`src/hdl/pip_pkg.sv`:
```
`timescale 1ns / 1ps
// ----------------------------------------------------------------------------
// pip_pkg
// Shared codes, control words and state type of the point-in-polygon core.
// ----------------------------------------------------------------------------
package pip_pkg;

    // Word mode codes
    localparam logic MODE_LOAD  = 1'b0;
    localparam logic MODE_QUERY = 1'b1;

    // Cells in the multiply chain; each takes one digit of the multiplier
    localparam int unsigned NUM_CELLS = 3;

    typedef enum logic [1:0] {
        ST_IDLE,
        ST_WALK,
        ST_DRAIN
    } t_state;

    // Tag that travels with a vertex read
    typedef struct packed {
        logic vld;
        logic has_prev;
        logic last;
    } t_rd_ctl;

    // Tag that travels with an edge through the cell chain
    typedef struct packed {
        logic vld;
        logic last;
        logic skip;
    } t_tok_ctl;

endpackage

```
`src/hdl/pip_cell.sv`:
```
`timescale 1ns / 1ps
// ----------------------------------------------------------------------------
// pip_cell
// One cell of the product-difference chain: add one digit's share of
// a*b - c*d to the running sum and pass everything to the next cell.
// ----------------------------------------------------------------------------
module pip_cell #(
    parameter int DBITS = 33,
    parameter int PW    = 33,
    parameter int CW    = 11,
    parameter int ACCW  = 68,
    parameter int SHIFT = 0,
    parameter bit TOP   = 1'b0
) (
    input  logic                    i_clk,
    input  logic                    i_rst_n,
    input  pip_pkg::t_tok_ctl       i_ctl,
    input  logic signed [DBITS-1:0] i_a,
    input  logic signed [PW-1:0]    i_b,
    input  logic signed [DBITS-1:0] i_c,
    input  logic signed [PW-1:0]    i_d,
    input  logic signed [ACCW-1:0]  i_acc,
    output pip_pkg::t_tok_ctl       o_ctl,
    output logic signed [DBITS-1:0] o_a,
    output logic signed [PW-1:0]    o_b,
    output logic signed [DBITS-1:0] o_c,
    output logic signed [PW-1:0]    o_d,
    output logic signed [ACCW-1:0]  o_acc
);

    import pip_pkg::*;

    logic signed [CW:0]       w_bk;
    logic signed [CW:0]       w_dk;
    logic signed [DBITS+CW:0] w_pb;
    logic signed [DBITS+CW:0] w_pd;
    logic signed [ACCW-1:0]   n_acc;

    t_tok_ctl                 r_ctl;
    logic signed [DBITS-1:0]  r_a;
    logic signed [PW-1:0]     r_b;
    logic signed [DBITS-1:0]  r_c;
    logic signed [PW-1:0]     r_d;
    logic signed [ACCW-1:0]   r_acc;

    // Lower digits are unsigned, the top digit carries the sign
    assign w_bk = $signed({(TOP ? i_b[SHIFT+CW-1] : 1'b0), i_b[SHIFT +: CW]});
    assign w_dk = $signed({(TOP ? i_d[SHIFT+CW-1] : 1'b0), i_d[SHIFT +: CW]});
    assign w_pb = i_a * w_bk;
    assign w_pd = i_c * w_dk;
    assign n_acc = i_acc + (ACCW'(w_pb) <<< SHIFT) - (ACCW'(w_pd) <<< SHIFT);

    always_ff @(posedge i_clk) begin
        if (!i_rst_n) begin
            r_ctl <= '0;
        end else begin
            r_ctl <= i_ctl;
        end
    end

    always_ff @(posedge i_clk) begin
        r_a   <= i_a;
        r_b   <= i_b;
        r_c   <= i_c;
        r_d   <= i_d;
        r_acc <= n_acc;
    end

    assign o_ctl = r_ctl;
    assign o_a   = r_a;
    assign o_b   = r_b;
    assign o_c   = r_c;
    assign o_d   = r_d;
    assign o_acc = r_acc;

endmodule

```
`config.mk`:
```
export PLATFORM = sky130hd
export DESIGN_NAME = pip_cell
export DESIGN_NICKNAME = d
export VERILOG_FILES = /design/src/hdl/pip_pkg.sv /design/src/hdl/pip_cell.sv
export SDC_FILE = /design/constraint.sdc
export NUM_CORES = 2
export LEC_CHECK = 0
export ABC_AREA = 1
export BUFFER_PORTS_ARGS = -buffer_cell sky130_fd_sc_hd__buf_2
export CELL_PAD_IN_SITES_DETAIL_PLACEMENT = 1
export CELL_PAD_IN_SITES_GLOBAL_PLACEMENT = 2
export CORE_UTILIZATION = 35
export CTS_CLUSTER_DIAMETER = 30
export DETAILED_ROUTE_END_ITERATION = 8
export PLACE_DENSITY_LB_ADDON = 0.1
export SYNTH_ARGS = -nofsm -noshare
export SYNTH_HDL_FRONTEND = slang
export SYNTH_SLANG_ARGS = --single-unit
```
`constraint.sdc`:
```
create_clock -name i_clk -period 9.02 [get_ports i_clk]
set_input_delay 0 -clock i_clk [delete_from_list [all_inputs] [get_ports i_clk]]
set_output_delay 0 -clock i_clk [all_outputs]
set_load 0.01 [all_outputs]
```
# Word-level counts from Yosys, hierarchy flattened

Index checks and enable logic that the tools add are counted.

RAM bits: 0
Register bits: 203
Word-level logic and storage cells: 12
Bits in read-only memories: 0
Latch bits: 0
Memories: 0
Output and inout bits: 203

Multiplexer cells: 0
$add $sub $neg: 2
$mul: 2
Eq/ne operators: 0
Divide/modulo/power cells: 0
Bitwise logic cells: 0
Magnitude comparators: 0
Reductions and logical operators: 0
Shift operators: 0

Operators by type and width:

| kind                         | number |
|---|---|
| multiplier 33 x 12 -> 45 bit | 2 |
| adder 68 x 45 -> 68 bit      | 1 |
| subtractor 68 x 45 -> 68 bit | 1 |

# Longest topological paths before layout

Word-level depth: 3
Depth in mapped cells: 32
Gate-level depth less buffers: 30

# Worst setup path before layout

Ideal clock, no wire load.

Path kind: input to register
Start: input i_d[3]
End: register r_acc[66], in the netlist o_acc[66]
Path buffers: 2
Library setup time: 0.112 ns
Path slack: 2.667 ns
Arrival time: 6.240 ns
Stages: 26
Cell sequence: clkbuf_1 > clkbuf_1 > nand2_1 > fa_1 > inv_1 > fa_1 > inv_1 > ha_1 > inv_1 > fa_1 > fa_1 > inv_1 > fa_1 > inv_1 > fa_1 > inv_1 > ha_1 > a21oi_1 > a21boi_0 > nand2_1 > nand2_1 > nand2_1 > a21oi_1 > nand2_1 > nand2_1 > nand2_1

Word-level cells in the longest chain between the ends: 2

Ends and longest elaborated chain:

| item                         | RTL line       | text |
|---|---|---|
| start: declaration           | pip_cell.sv:21 | `input logic signed [PW-1:0] i_d,` |
| multiplier 33 x 12 -> 45 bit | pip_cell.sv:50 | `assign w_pd = i_c * w_dk;` |
| subtractor 68 x 45 -> 68 bit | pip_cell.sv:51 | `assign n_acc = i_acc + (ACCW'(w_pb) <<< SHIFT) - (ACCW'(w_pd) <<< SHIFT);` |
| named net n_acc[66]          | pip_cell.sv:37 | `logic signed [ACCW-1:0] n_acc;` |
| end signal: assignment       | pip_cell.sv:66 | `r_acc <= n_acc;` |
| end: declaration             | pip_cell.sv:44 | `logic signed [ACCW-1:0] r_acc;` |

The timed path passes the listed nets, and every way through them passes these cells.
A chain may end at the register's enable or synchronous reset.

# Worst setup path after layout

Start: input i_b[1]
End: register r_acc[54], in the netlist o_acc[54]

Word-level cells in the longest chain between the ends: 3

Ends and longest elaborated chain:

| item                         | RTL line       | text |
|---|---|---|
| start: declaration           | pip_cell.sv:19 | `input logic signed [PW-1:0] i_b,` |
| multiplier 33 x 12 -> 45 bit | pip_cell.sv:49 | `assign w_pb = i_a * w_bk;` |
| adder 68 x 45 -> 68 bit      | pip_cell.sv:51 |  |
| subtractor 68 x 45 -> 68 bit | pip_cell.sv:51 |  |
| named net n_acc[54]          | pip_cell.sv:37 |  |

The timed path passes the listed nets, and every way through them passes these cells.

==> metrics.yaml <==
grt:
  track_usage: 0.250
  grt_max_degree: 35
  antenna_found_initial: 3
  grt_pass1_vias: 32969
  grt_first_pass_wirelength_um: 201000
  globalRouteOverflowTotal: 0
die:
  start_util: 0.355
  core_um2: 104000
  die_h_um: 327
  fp-row-count: 118
  io_pins: 408
  die_w_um: 327
  dieArea_um2: 107000
clock_network:
  cts.clk_slew.worst_paths_ns: 0.04
  post_cts_resized: 0
  root_buffer: "clkbuf_16"
  cts_buffers: 61
  cts_tree: "done"
  ctsLongestPathBuffers: 3
  postCtsSetupBuffers: 0
  cts.sinks: 203
  htreeDepth: 2
yosys:
  synth_top_cell_area_share: 0.477
  yosysMostFrequentCell: "inv_1"
  synth_edf_count: 0
  synthesis.area_um2: 36900
  ys.warnings.count: 0
  synthArstFlopShare: 0
  yosys-top-cells-area: "fa_1 (48%), inv_1 (15%), nand2_1 (12%)"
  synth.largest_area_cell: "fa_1"
  synth.distinct_cells: 28
  syn-num-nets: 5798
  synth_ff_type: "dfxtp_1"
  synth_seq_cells: 203
  avgSynthCellArea_um2: 8.17
  yosys-top-cells-count: "inv_1 (1477), nand2_1 (1202), fa_1 (881)"
  yosysSeqAreaShare: 0.110
  netlist_instances: 4522
route:
  drtIter0Drc: 1244
  dr.pass1.iters: 4
  ant_nets: 0
  routedWlPerCell_um: 19.9
  drt_wl_total_um: 129000
  drc_errors: 0
  num_vias: 29086
  vias_per_cell: 4.50
cells_and_area:
  drive_above_1_share: 0.111
  nets: 6312
  fillCellCount: 12513
  syn_to_final_growth_pct: 19.5
placed_design:
  dpl.hpwl_um: 109000
  io_buffers: 407
  gp_congestion: 0.888
worst_setup_path:
  worstSetupPathType: "in -> reg"
  required_ns: 9.56
  cp-end-kind: "flip-flop"
  critPathArrivalTime_ns: 8.23
  cp-start-kind: "input port"
  path_max_fanout: 34
sta:
  timing.final.crit_share: 0.852
  rsz0062_at_grt: "false"
  slew_headroom: 0.274
  tightest_slew_ns: 1.09
  fin_setup_tns_ns: 0
  setup_viol: 0
  fmax_mhz: 130
  fin_crit_ns: 7.69
  hold_violations: 0
  final_max_slew_viol_count: 0
status:
  status: "completed"
worst_hold_path:
  hold_path.class: "in -> reg"
flow_run:
  max-cap-violations: 0
-- per-layer routing --
| metal | wire (um) | track usage |
|---|---|---|
| met1 | 61200 | 0.356 |
| met2 | 57900 | 0.393 |
| met3 | 6010 | 0.0408 |
| met4 | 3660 | 0.0697 |
| met5 | 23 | 0 |
-- cells by family (layout without fill, tap and decap cells) --
group	Yosys count	count (layout)	share of synthesized area
AOI/OAI and AO/OA	126	126	0.0185
other	0	2	0
xor gates and xnor gates	41	41	0.00972
adders and majority gates	1071	1071	0.542
DFF	203	203	0.110
and+or+nand+nor	1450	1450	0.154
buffers and inverters	1631	2196	0.166
-- worst max-delay path: stages --
cell and delay [ns]:
dlygate4sd3_1 0.55, buf_2 0.69, nand2_1 0.22, fa_1 0.90, fa_1 0.61, fa_1 0.59, fa_1 0.56, fa_1 0.69
inv_1 0.49, fa_1 0.66, inv_1 0.05, fa_1 0.47, inv_1 0.04, ha_1 0.43, nand2_1 0.16, nor2_1 0.23
inv_1 0.08, nor2_2 0.14, nand2_1 0.10, nor4_1 0.23, nand2_1 0.14, nand4_1 0.10, nand2_1 0.06
-- placed cells by master (no fill, tap or decap), types with 26 or more instances in the layout --
| cell | Yosys | routed |
|---|---|---|
| inv_1 | 1477 | 1476 |
| nand2_1 | 1202 | 1202 |
| fa_1 | 881 | 881 |
| buf_2 | 0 | 407 |
| dfxtp_1 | 203 | 203 |
| ha_1 | 190 | 190 |
| dlygate4sd3_1 | 0 | 174 |
| nor2_1 | 127 | 127 |
| a21oi_1 | 78 | 78 |
| clkbuf_16 | 0 | 62 |
| nand3_1 | 61 | 61 |
| xor2_1 | 36 | 36 |
| o21ai_0 | 26 | 26 |
-- path summary, 6_finish.rpt --
kind                 from           endpoint  slack (ns)  depth (start not counted)
hold / removal    i_b[21]    o_b[21]$_DFF_P_        0.02                          2
setup / recovery   i_b[1]  o_acc[54]$_DFF_P_        1.33                         23
-- per-stage QoR --
| stage | hold WS [ns] | setup slack, ns | cells | utilization | cell area (um^2) |
|---|---|---|---|---|---|
| 2_1_floorplan | 0.0277 | 2.67 | 4522 | - | 36900 |
| 3_3_place_gp | 0.102 | 1.41 | 6179 | 0.387 | 40300 |
| 3_5_place_dp | 0.104 | 1.18 | 6179 | 0.387 | 40300 |
| 4_1_cts | 0.000509 | 1.76 | 6465 | 0.424 | 44100 |
| 5_1_grt | 0.00337 | 0.852 | 6467 | 0.424 | 44100 |
| 6_report | 0.0212 | 1.33 | 6469 | 0.424 | 44200 |
-- timing repair --
action | in CTS | in global routing
hold buffers | 172 | 2
endpoints found under the hold margin | 135 | 2
setup endpoints to repair | 0 | 0
-- layout make-up --
| class | count | area, um^2 | share of cell area |
|---|---|---|---|
| antenna | 2 | 5.00 | 0.000113 |
| multi-input combinational | 2688 | 26800 | 0.606 |
| timing repair buffer | 605 | 3960 | 0.0897 |
| tap | 1380 | 1730 | 0.0391 |
| clock buffer | 73 | 1640 | 0.0372 |
| sequential | 203 | 4060 | 0.0920 |
| inverter | 1477 | 5540 | 0.126 |
| clock inverter | 41 | 460 | 0.0104 |
-- registers in the layout, indices dropped and copies added, names as in the netlist --
name and count:
o_a 33, o_acc 68, o_b 33, o_c 33, o_d 33, o_ctl 3
Power is left out: the tool's default activity adds up to more than one toggle a clock period on the data nets, which glitch-free logic cannot reach.
