**config.mk**
```make
export PLATFORM = sky130hd
export DESIGN_NAME = pip_edge
export DESIGN_NICKNAME = d
export VERILOG_FILES = /design/src/hdl/pip_pkg.sv /design/src/hdl/pip_edge.sv
export SDC_FILE = /design/constraint.sdc
export NUM_CORES = 1
export LEC_CHECK = 0
export BUFFER_PORTS_ARGS = -buffer_cell sky130_fd_sc_hd__buf_2
export CORE_MARGIN = 2
export CORE_UTILIZATION = 30
export DETAILED_ROUTE_END_ITERATION = 12
export PLACE_DENSITY = 0.52
export SETUP_SLACK_MARGIN = 0.5
export SKIP_LAST_GASP = 1
export SYNTH_ARGS = -nofsm -noshare
export SYNTH_HDL_FRONTEND = slang
export SYNTH_SLANG_ARGS = --single-unit
```
**constraint.sdc**
```tcl
create_clock -name i_clk -period 5.6 [get_ports i_clk]
set_input_delay 1.68 -clock i_clk [delete_from_list [all_inputs] [get_ports i_clk]]
set_output_delay 1.68 -clock i_clk [all_outputs]
set_load 0.02 [all_outputs]
```
**src/hdl/pip_pkg.sv**
```systemverilog
`timescale 1ns / 1ps
// ----------------------------------------------------------------------------
// pip_pkg
// Shared codes, control words and state type of the point-in-polygon core.
// ----------------------------------------------------------------------------
package pip_pkg;

    // Word mode codes
    localparam logic MODE_LOAD  = 1'b0;
    localparam logic MODE_QUERY = 1'b1;

    // Cells in the multiply chain; each takes one digit of the multiplier
    localparam int unsigned NUM_CELLS = 3;

    typedef enum logic [1:0] {
        ST_IDLE,
        ST_WALK,
        ST_DRAIN
    } t_state;

    // Tag that travels with a vertex read
    typedef struct packed {
        logic vld;
        logic has_prev;
        logic last;
    } t_rd_ctl;

    // Tag that travels with an edge through the cell chain
    typedef struct packed {
        logic vld;
        logic last;
        logic skip;
    } t_tok_ctl;

endpackage

```
**src/hdl/pip_edge.sv**
```systemverilog
`timescale 1ns / 1ps
// ----------------------------------------------------------------------------
// pip_edge
// Pair each vertex with the one read before it, test the edge against the
// point's y and form the operands of the exact crossing compare.
// ----------------------------------------------------------------------------
module pip_edge #(
    parameter int CB    = 32,
    parameter int DBITS = 33,
    parameter int PW    = 33
) (
    input  logic                    i_clk,
    input  logic                    i_rst_n,
    input  pip_pkg::t_rd_ctl        i_ctl,
    input  logic signed [CB-1:0]    i_vx,
    input  logic signed [CB-1:0]    i_vy,
    input  logic signed [CB-1:0]    i_qx,
    input  logic signed [CB-1:0]    i_qy,
    output pip_pkg::t_tok_ctl       o_ctl,
    output logic signed [DBITS-1:0] o_a,
    output logic signed [PW-1:0]    o_b,
    output logic signed [DBITS-1:0] o_c,
    output logic signed [PW-1:0]    o_d
);

    import pip_pkg::*;

    logic signed [CB-1:0]    r_ex;
    logic signed [CB-1:0]    r_ey;
    t_tok_ctl                r_ctl;
    logic signed [DBITS-1:0] r_a;
    logic signed [DBITS-1:0] r_c;
    logic signed [PW-1:0]    r_b;
    logic signed [PW-1:0]    r_d;

    logic                    w_skip;
    logic                    w_pos;
    logic signed [DBITS-1:0] w_dx;
    logic signed [DBITS-1:0] w_dy;
    logic signed [DBITS-1:0] w_rx;
    logic signed [DBITS-1:0] w_ry;

    // Edge counts only when exactly one end lies above the point
    assign w_skip = ((i_vy > i_qy) == (r_ey > i_qy));

    assign w_dx = DBITS'(r_ex) - DBITS'(i_vx);
    assign w_dy = DBITS'(r_ey) - DBITS'(i_vy);
    assign w_rx = DBITS'(i_qx) - DBITS'(i_vx);
    assign w_ry = DBITS'(i_qy) - DBITS'(i_vy);
    assign w_pos = ~w_dy[DBITS-1] && (w_dy != '0);

    always_ff @(posedge i_clk) begin
        if (!i_rst_n) begin
            r_ctl <= '0;
        end else begin
            r_ctl.vld  <= i_ctl.vld & i_ctl.has_prev;
            r_ctl.last <= i_ctl.last;
            r_ctl.skip <= w_skip;
        end
    end

    // Hit when a*b - c*d is negative; swap the products when dy is not positive
    always_ff @(posedge i_clk) begin
        if (i_ctl.vld) begin
            r_ex <= i_vx;
            r_ey <= i_vy;
        end
        if (w_pos) begin
            r_a <= w_rx;
            r_b <= PW'(w_dy);
            r_c <= w_ry;
            r_d <= PW'(w_dx);
        end else begin
            r_a <= w_ry;
            r_b <= PW'(w_dx);
            r_c <= w_rx;
            r_d <= PW'(w_dy);
        end
    end

    assign o_ctl = r_ctl;
    assign o_a   = r_a;
    assign o_b   = r_b;
    assign o_c   = r_c;
    assign o_d   = r_d;

endmodule

```
== After elaboration in Yosys (flattened, before gate mapping) ==
Index checks and enable logic that the tools add are counted.
Storage, ports and cells
  latch bits: 0
  register bits after elaboration: 199
  memories: 0
  logic and storage cells: 24
  output and inout port bits: 135
  input port bits: 133
  bits in read-only memories: 0
  memory bits (writable): 0
Operators by class
  shift-type cells: 0
  $lt $le $gt $ge: 2
  divide/modulo/power cells: 0
  reductions and logical operators: 2
  bitwise logic cells: 2
  equal/unequal tests: 1
  mux-type cells: 4
  multipliers: 0
  add/sub/neg operators: 4
Operators by type and width (count)
  2-to-1 mux 33 bit: 4
  subtractor 32 x 32 -> 33 bit: 4
  > comparator 32 bit: 2
  nonzero test 33 bit: 1
  AND 1 bit: 1
  equality test 1 bit: 1
  logical AND 1 bit: 1
  NOT 1 bit: 1

== Logic depth before layout (Yosys ltp) ==
  depth in word-level cells: 4
  depth in mapped cells: 16
  mapped depth without buffers: 14

== Worst setup path after synthesis ==
No wires, ideal clock.
  path kind: in2reg
  from: input port i_vy[20]
  to: register r_c[15] (netlist: o_c[15])
  data required time: 5.477 ns
  arrival time: 4.866 ns
  stages on the path: 16
  path buffers: 3
  setup slack: 0.610 ns
  library setup time: 0.123 ns
  cell sequence: inv_1 -> ha_1 -> buf_2 -> nand2_2 -> or4_1 -> a211oi_2 -> a2111oi_2 -> a21oi_2 -> xor2_1 -> and4b_1 -> nand4_1 -> and4bb_1 -> a31oi_1 -> buf_4 -> buf_6 -> mux2_1
On the way
  cells in the longest elaborated chain, start to end: 4
  elaborated cells between the ends (all ways): 5
RTL lines
  start: declaration: RTL line pip_edge.sv:16  | input logic signed [CB-1:0] i_vy,
  subtractor 32 x 32 -> 33 bit *: RTL line pip_edge.sv:47  | assign w_dy = DBITS'(r_ey) - DBITS'(i_vy);
  nonzero test 33 bit / NOT 1 bit (equally long branches): RTL line pip_edge.sv:50  | assign w_pos = ~w_dy[DBITS-1] && (w_dy != '0);
  logical AND 1 bit *: RTL line pip_edge.sv:50
  2-to-1 mux 33 bit *: RTL line pip_edge.sv:68  | if (w_pos) begin
  end signal: assignment: RTL line pip_edge.sv:71  | r_c <= w_ry;
  end signal: assignment: RTL line pip_edge.sv:76  | r_c <= w_rx;
  end: declaration: RTL line pip_edge.sv:32  | logic signed [DBITS-1:0] r_c;
Mark *: on every way between the ends. The rest lies on a longest branch, timed or not.
A chain may end at the register's enable or synchronous reset.

== Worst setup path after layout ==
  from: input port i_vy[2]
  to: register r_c[30] (netlist: o_c[30])
On the way
  cells in the longest elaborated chain, start to end: 4
  elaborated cells between the ends (all ways): 6
RTL lines (RTL line)
  subtractor 32 x 32 -> 33 bit: pip_edge.sv:47
  nonzero test 33 bit / NOT 1 bit (equally long branches): pip_edge.sv:50
  logical AND 1 bit: pip_edge.sv:50
  2-to-1 mux 33 bit *: pip_edge.sv:68
Marked as above.

==> results.cfg <==
[sta]
final_hold_violation_count = 0
grt_setup_unrepaired = no
report.final.setup_viol = 0
finalWorstPathRequiredPeriod_ns = 5.00
tightestPinTransition_ns = 0.804
timing.fmax_mhz = 200
clock_skew_ns = 0.0151
period_share = 0.893
drv_slew = 0
slew_headroom = 0.464
setup_total_negative_slack_ns = 0

[detailed_routing]
drt_pass1_iterations = 5
ant_nets = 0
routed_wirelength_um = 45600
avgViaCountPerCell = 4.98
dr.first_iter.drc_count = 644
routed_wire_length_per_instance_um = 19.2
drt_drc_violations_left = 0
route.vias.total = 11800

[power]
power_density_nw_per_um2 = 340
power.static_leakage_nw = 8.05
finalPower_mw = 5.72
vdd.ir_drop.worst_mv = 0.290

[critical_path]
timing.reg2reg.worst_path_depth = 18
critical_path.startpoint = i_vy[2]
worst_setup_path_end_kind = flop
cp-endpoint = o_c[30]
setup.reg_to_reg.worst_slack_ns = 1.44
cp.arrival_ns = 5.39
cp-start-kind = input pin
reg2reg_from = r_ey[0]
worst-path-max-fanout = 28
crit_type = in2reg
required_time_of_the_critical_path_ns = 5.99
critical_path.reg2reg.endpoint = o_c[30]

[cells_and_area]
post_route_cells_drive_above_1_share = 0.217
fin_util = 0.371
area.growth.synth_to_final_pct = 22.5
most_frequent_cells_in_the_layout = sky130_fd_sc_hd__buf_2 (267), sky130_fd_sc_hd__ha_1 (159), sky130_fd_sc_hd__dfxtp_1 (135)
most_frequent_standard_cell_in_the_layout_excluding_fill_and_tap_cells = sky130_fd_sc_hd__buf_2
nNetsFinal = 2050

[yosys]
synth_warnings = 0
synth.ff_latch_count = 199
synth_area_per_cell_um2 = 9.56
synth_area_leader_cell = sky130_fd_sc_hd__dfxtp_1
synth.cell_area_um2 = 13800
synth_top_cell_area_share = 0.196
synth.lib_cells_used.distinct = 77
synth.yosys.seq_area_share = 0.336
mappedNetlistNets = 1737
synth_enable_flop_cells = 64
synth_ff_type = sky130_fd_sc_hd__dfxtp_1
ys_top_cells_by_area = sky130_fd_sc_hd__dfxtp_1 (20%), sky130_fd_sc_hd__ha_1 (15%), sky130_fd_sc_hd__edfxtp_1 (14%)
async_set_reset_flop_share_out_of_synthesis = 0
postSynthCellCount = 1440

[floorplan]
num_rows = 78
core_area_um2 = 45400
die_area_um2 = 47600
die_width_um = 218
floorplan.initialDensity = 0.303
die_height_um = 218
io_pins = 268

[place]
globalplace.congestion = 0.885
buffer_ports.inserted = 267
hpwlAfterDp_um = 37400

[grt]
antenna_found_initial = 16
grt_pass1_wl_um = 68000
grt.overflow.total = 0
globalRouteTotalUtil = 0.192
vias_in_the_first_global_route = 11800
grt_max_degree = 57

[clock_network]
ctsHoldBuffers = 0
clock-root-buffer = sky130_fd_sc_hd__clkbuf_16
cts-buffers-inserted = 17
insertion_delay_ns = 0.51
clk_pin_slew_ns = 0.09
clock_sink_count = 199
cts_tree = done
clk_path_buf_depth = 2
ctsHtreeMaxLevel = 4

[status]
result_of_the_run = finished, final reports clean

[job]
cap_viol_max_count = 0

[worst_hold_path]
hold_path.class = reg2reg
holdPathStages = 3
final cells by class:
cell class | instances | area, µm²
Antenna cell | 9 | 22.5
Multi-Input combinational cell | 1085 | 8540
Inverter | 124 | 465
Tap cell | 600 | 751
Clock buffer | 18 | 429
Sequential cell | 199 | 4620
Fill cell | 4707 | 28500
Clock inverter | 14 | 161
Timing Repair Buffer | 326 | 1860
state kept, by name (all words and copies together), names as in the netlist:
name,cells
o_b,33
r_ex,32
o_ctl,3
o_d,33
o_a,33
o_c,33
r_ey,32
through the flow:
step	instance area, µm²	setup WS [ns]	hold slack (ns)	instances
floorplan	13800	0.610	0.620	1440
global placement	16100	0.0705	0.716	2332
detailed placement	16100	0.0189	0.740	2332
CTS	16700	0.545	0.753	2364
global route	16900	0.492	0.791	2373
finish	16900	0.601	0.728	2375
cells by family (layout without fill, tap and decap cells):
kind of cell | after synthesis | in the layout | share of synthesized area
buffers and inverters | 156 | 482 | 0.0494
other | 0 | 9 | 0
multiplexers | 123 | 123 | 0.0968
XOR/XNOR | 105 | 105 | 0.0668
AND/OR/NAND/NOR | 305 | 305 | 0.112
flip-flops | 199 | 199 | 0.336
adder cells (fa/ha/maj) | 164 | 164 | 0.151
AO/OA/AOI/OAI | 388 | 388 | 0.188
routing by layer:
metal  vias up  share of wire  GRT usage
met5         -         0.0014          0
met4        10          0.026     0.0769
met3        66          0.049     0.0450
met2       268           0.48      0.320
met1      5586           0.44      0.237
li1       5900              -          -
cells in the mapped netlist (9+ instances only):
master	n
sky130_fd_sc_hd__ha_1	160
sky130_fd_sc_hd__dfxtp_1	135
sky130_fd_sc_hd__inv_1	124
sky130_fd_sc_hd__a21oi_1	106
sky130_fd_sc_hd__mux2_1	80
sky130_fd_sc_hd__nand2_1	78
sky130_fd_sc_hd__xnor2_1	72
sky130_fd_sc_hd__a21o_1	69
sky130_fd_sc_hd__nor2_1	68
sky130_fd_sc_hd__edfxtp_1	64
sky130_fd_sc_hd__o21ai_0	52
sky130_fd_sc_hd__mux2i_1	42
sky130_fd_sc_hd__xor2_1	33
sky130_fd_sc_hd__o21a_1	24
sky130_fd_sc_hd__nor3_1	23
sky130_fd_sc_hd__nand3_1	22
sky130_fd_sc_hd__nand4_1	21
sky130_fd_sc_hd__nand2b_1	19
sky130_fd_sc_hd__nor2b_1	17
sky130_fd_sc_hd__a211oi_1	16
sky130_fd_sc_hd__a31oi_1	12
sky130_fd_sc_hd__o21bai_1	11
sky130_fd_sc_hd__and2_1	10
sky130_fd_sc_hd__o21ai_1	10
sky130_fd_sc_hd__buf_2	9
sky130_fd_sc_hd__clkbuf_1	9
critical path: stages:
cell and delay [ns]:
sky130_fd_sc_hd__buf_2 0.09, sky130_fd_sc_hd__inv_1 0.05, sky130_fd_sc_hd__ha_1 0.31, sky130_fd_sc_hd__nor2b_2 0.17
sky130_fd_sc_hd__o31a_1 0.34, sky130_fd_sc_hd__buf_4 0.17, sky130_fd_sc_hd__o21a_1 0.20, sky130_fd_sc_hd__buf_4 0.16
sky130_fd_sc_hd__nand4_1 0.08, sky130_fd_sc_hd__nand4_1 0.10, sky130_fd_sc_hd__or3_1 0.39, sky130_fd_sc_hd__and4bb_1 0.30
sky130_fd_sc_hd__nand4_1 0.11, sky130_fd_sc_hd__and4bb_2 0.36, sky130_fd_sc_hd__a31oi_4 0.14, sky130_fd_sc_hd__buf_12 0.19
sky130_fd_sc_hd__clkbuf_16 0.21, sky130_fd_sc_hd__mux2_1 0.32
report_power, final:
part	internal, mW	switching (mW)	leakage, nW
Clock	0.635	0.668	0.287
Combinational	0.967	1.47	5.99
Sequential	1.84	0.137	1.76
worst min-delay path by stage:
stage,slack [ns],startpoint,end
after global placement,0.72,r_ex[0],o_b[0]
after global routing,0.79,r_ex[0],o_d[0]
after detailed placement,0.74,r_ex[0],o_b[0]
after CTS,0.75,r_ex[0],o_b[0]
after floorplan,0.62,r_ex[0],o_b[0]
final,0.73,r_ex[0],o_b[0]
timing repair:
item,in CTS,in global routing
resized for setup,0,15
buffers inserted,0,1
setup endpoints to repair,0,93
Power figures use the tool's default switching activity.
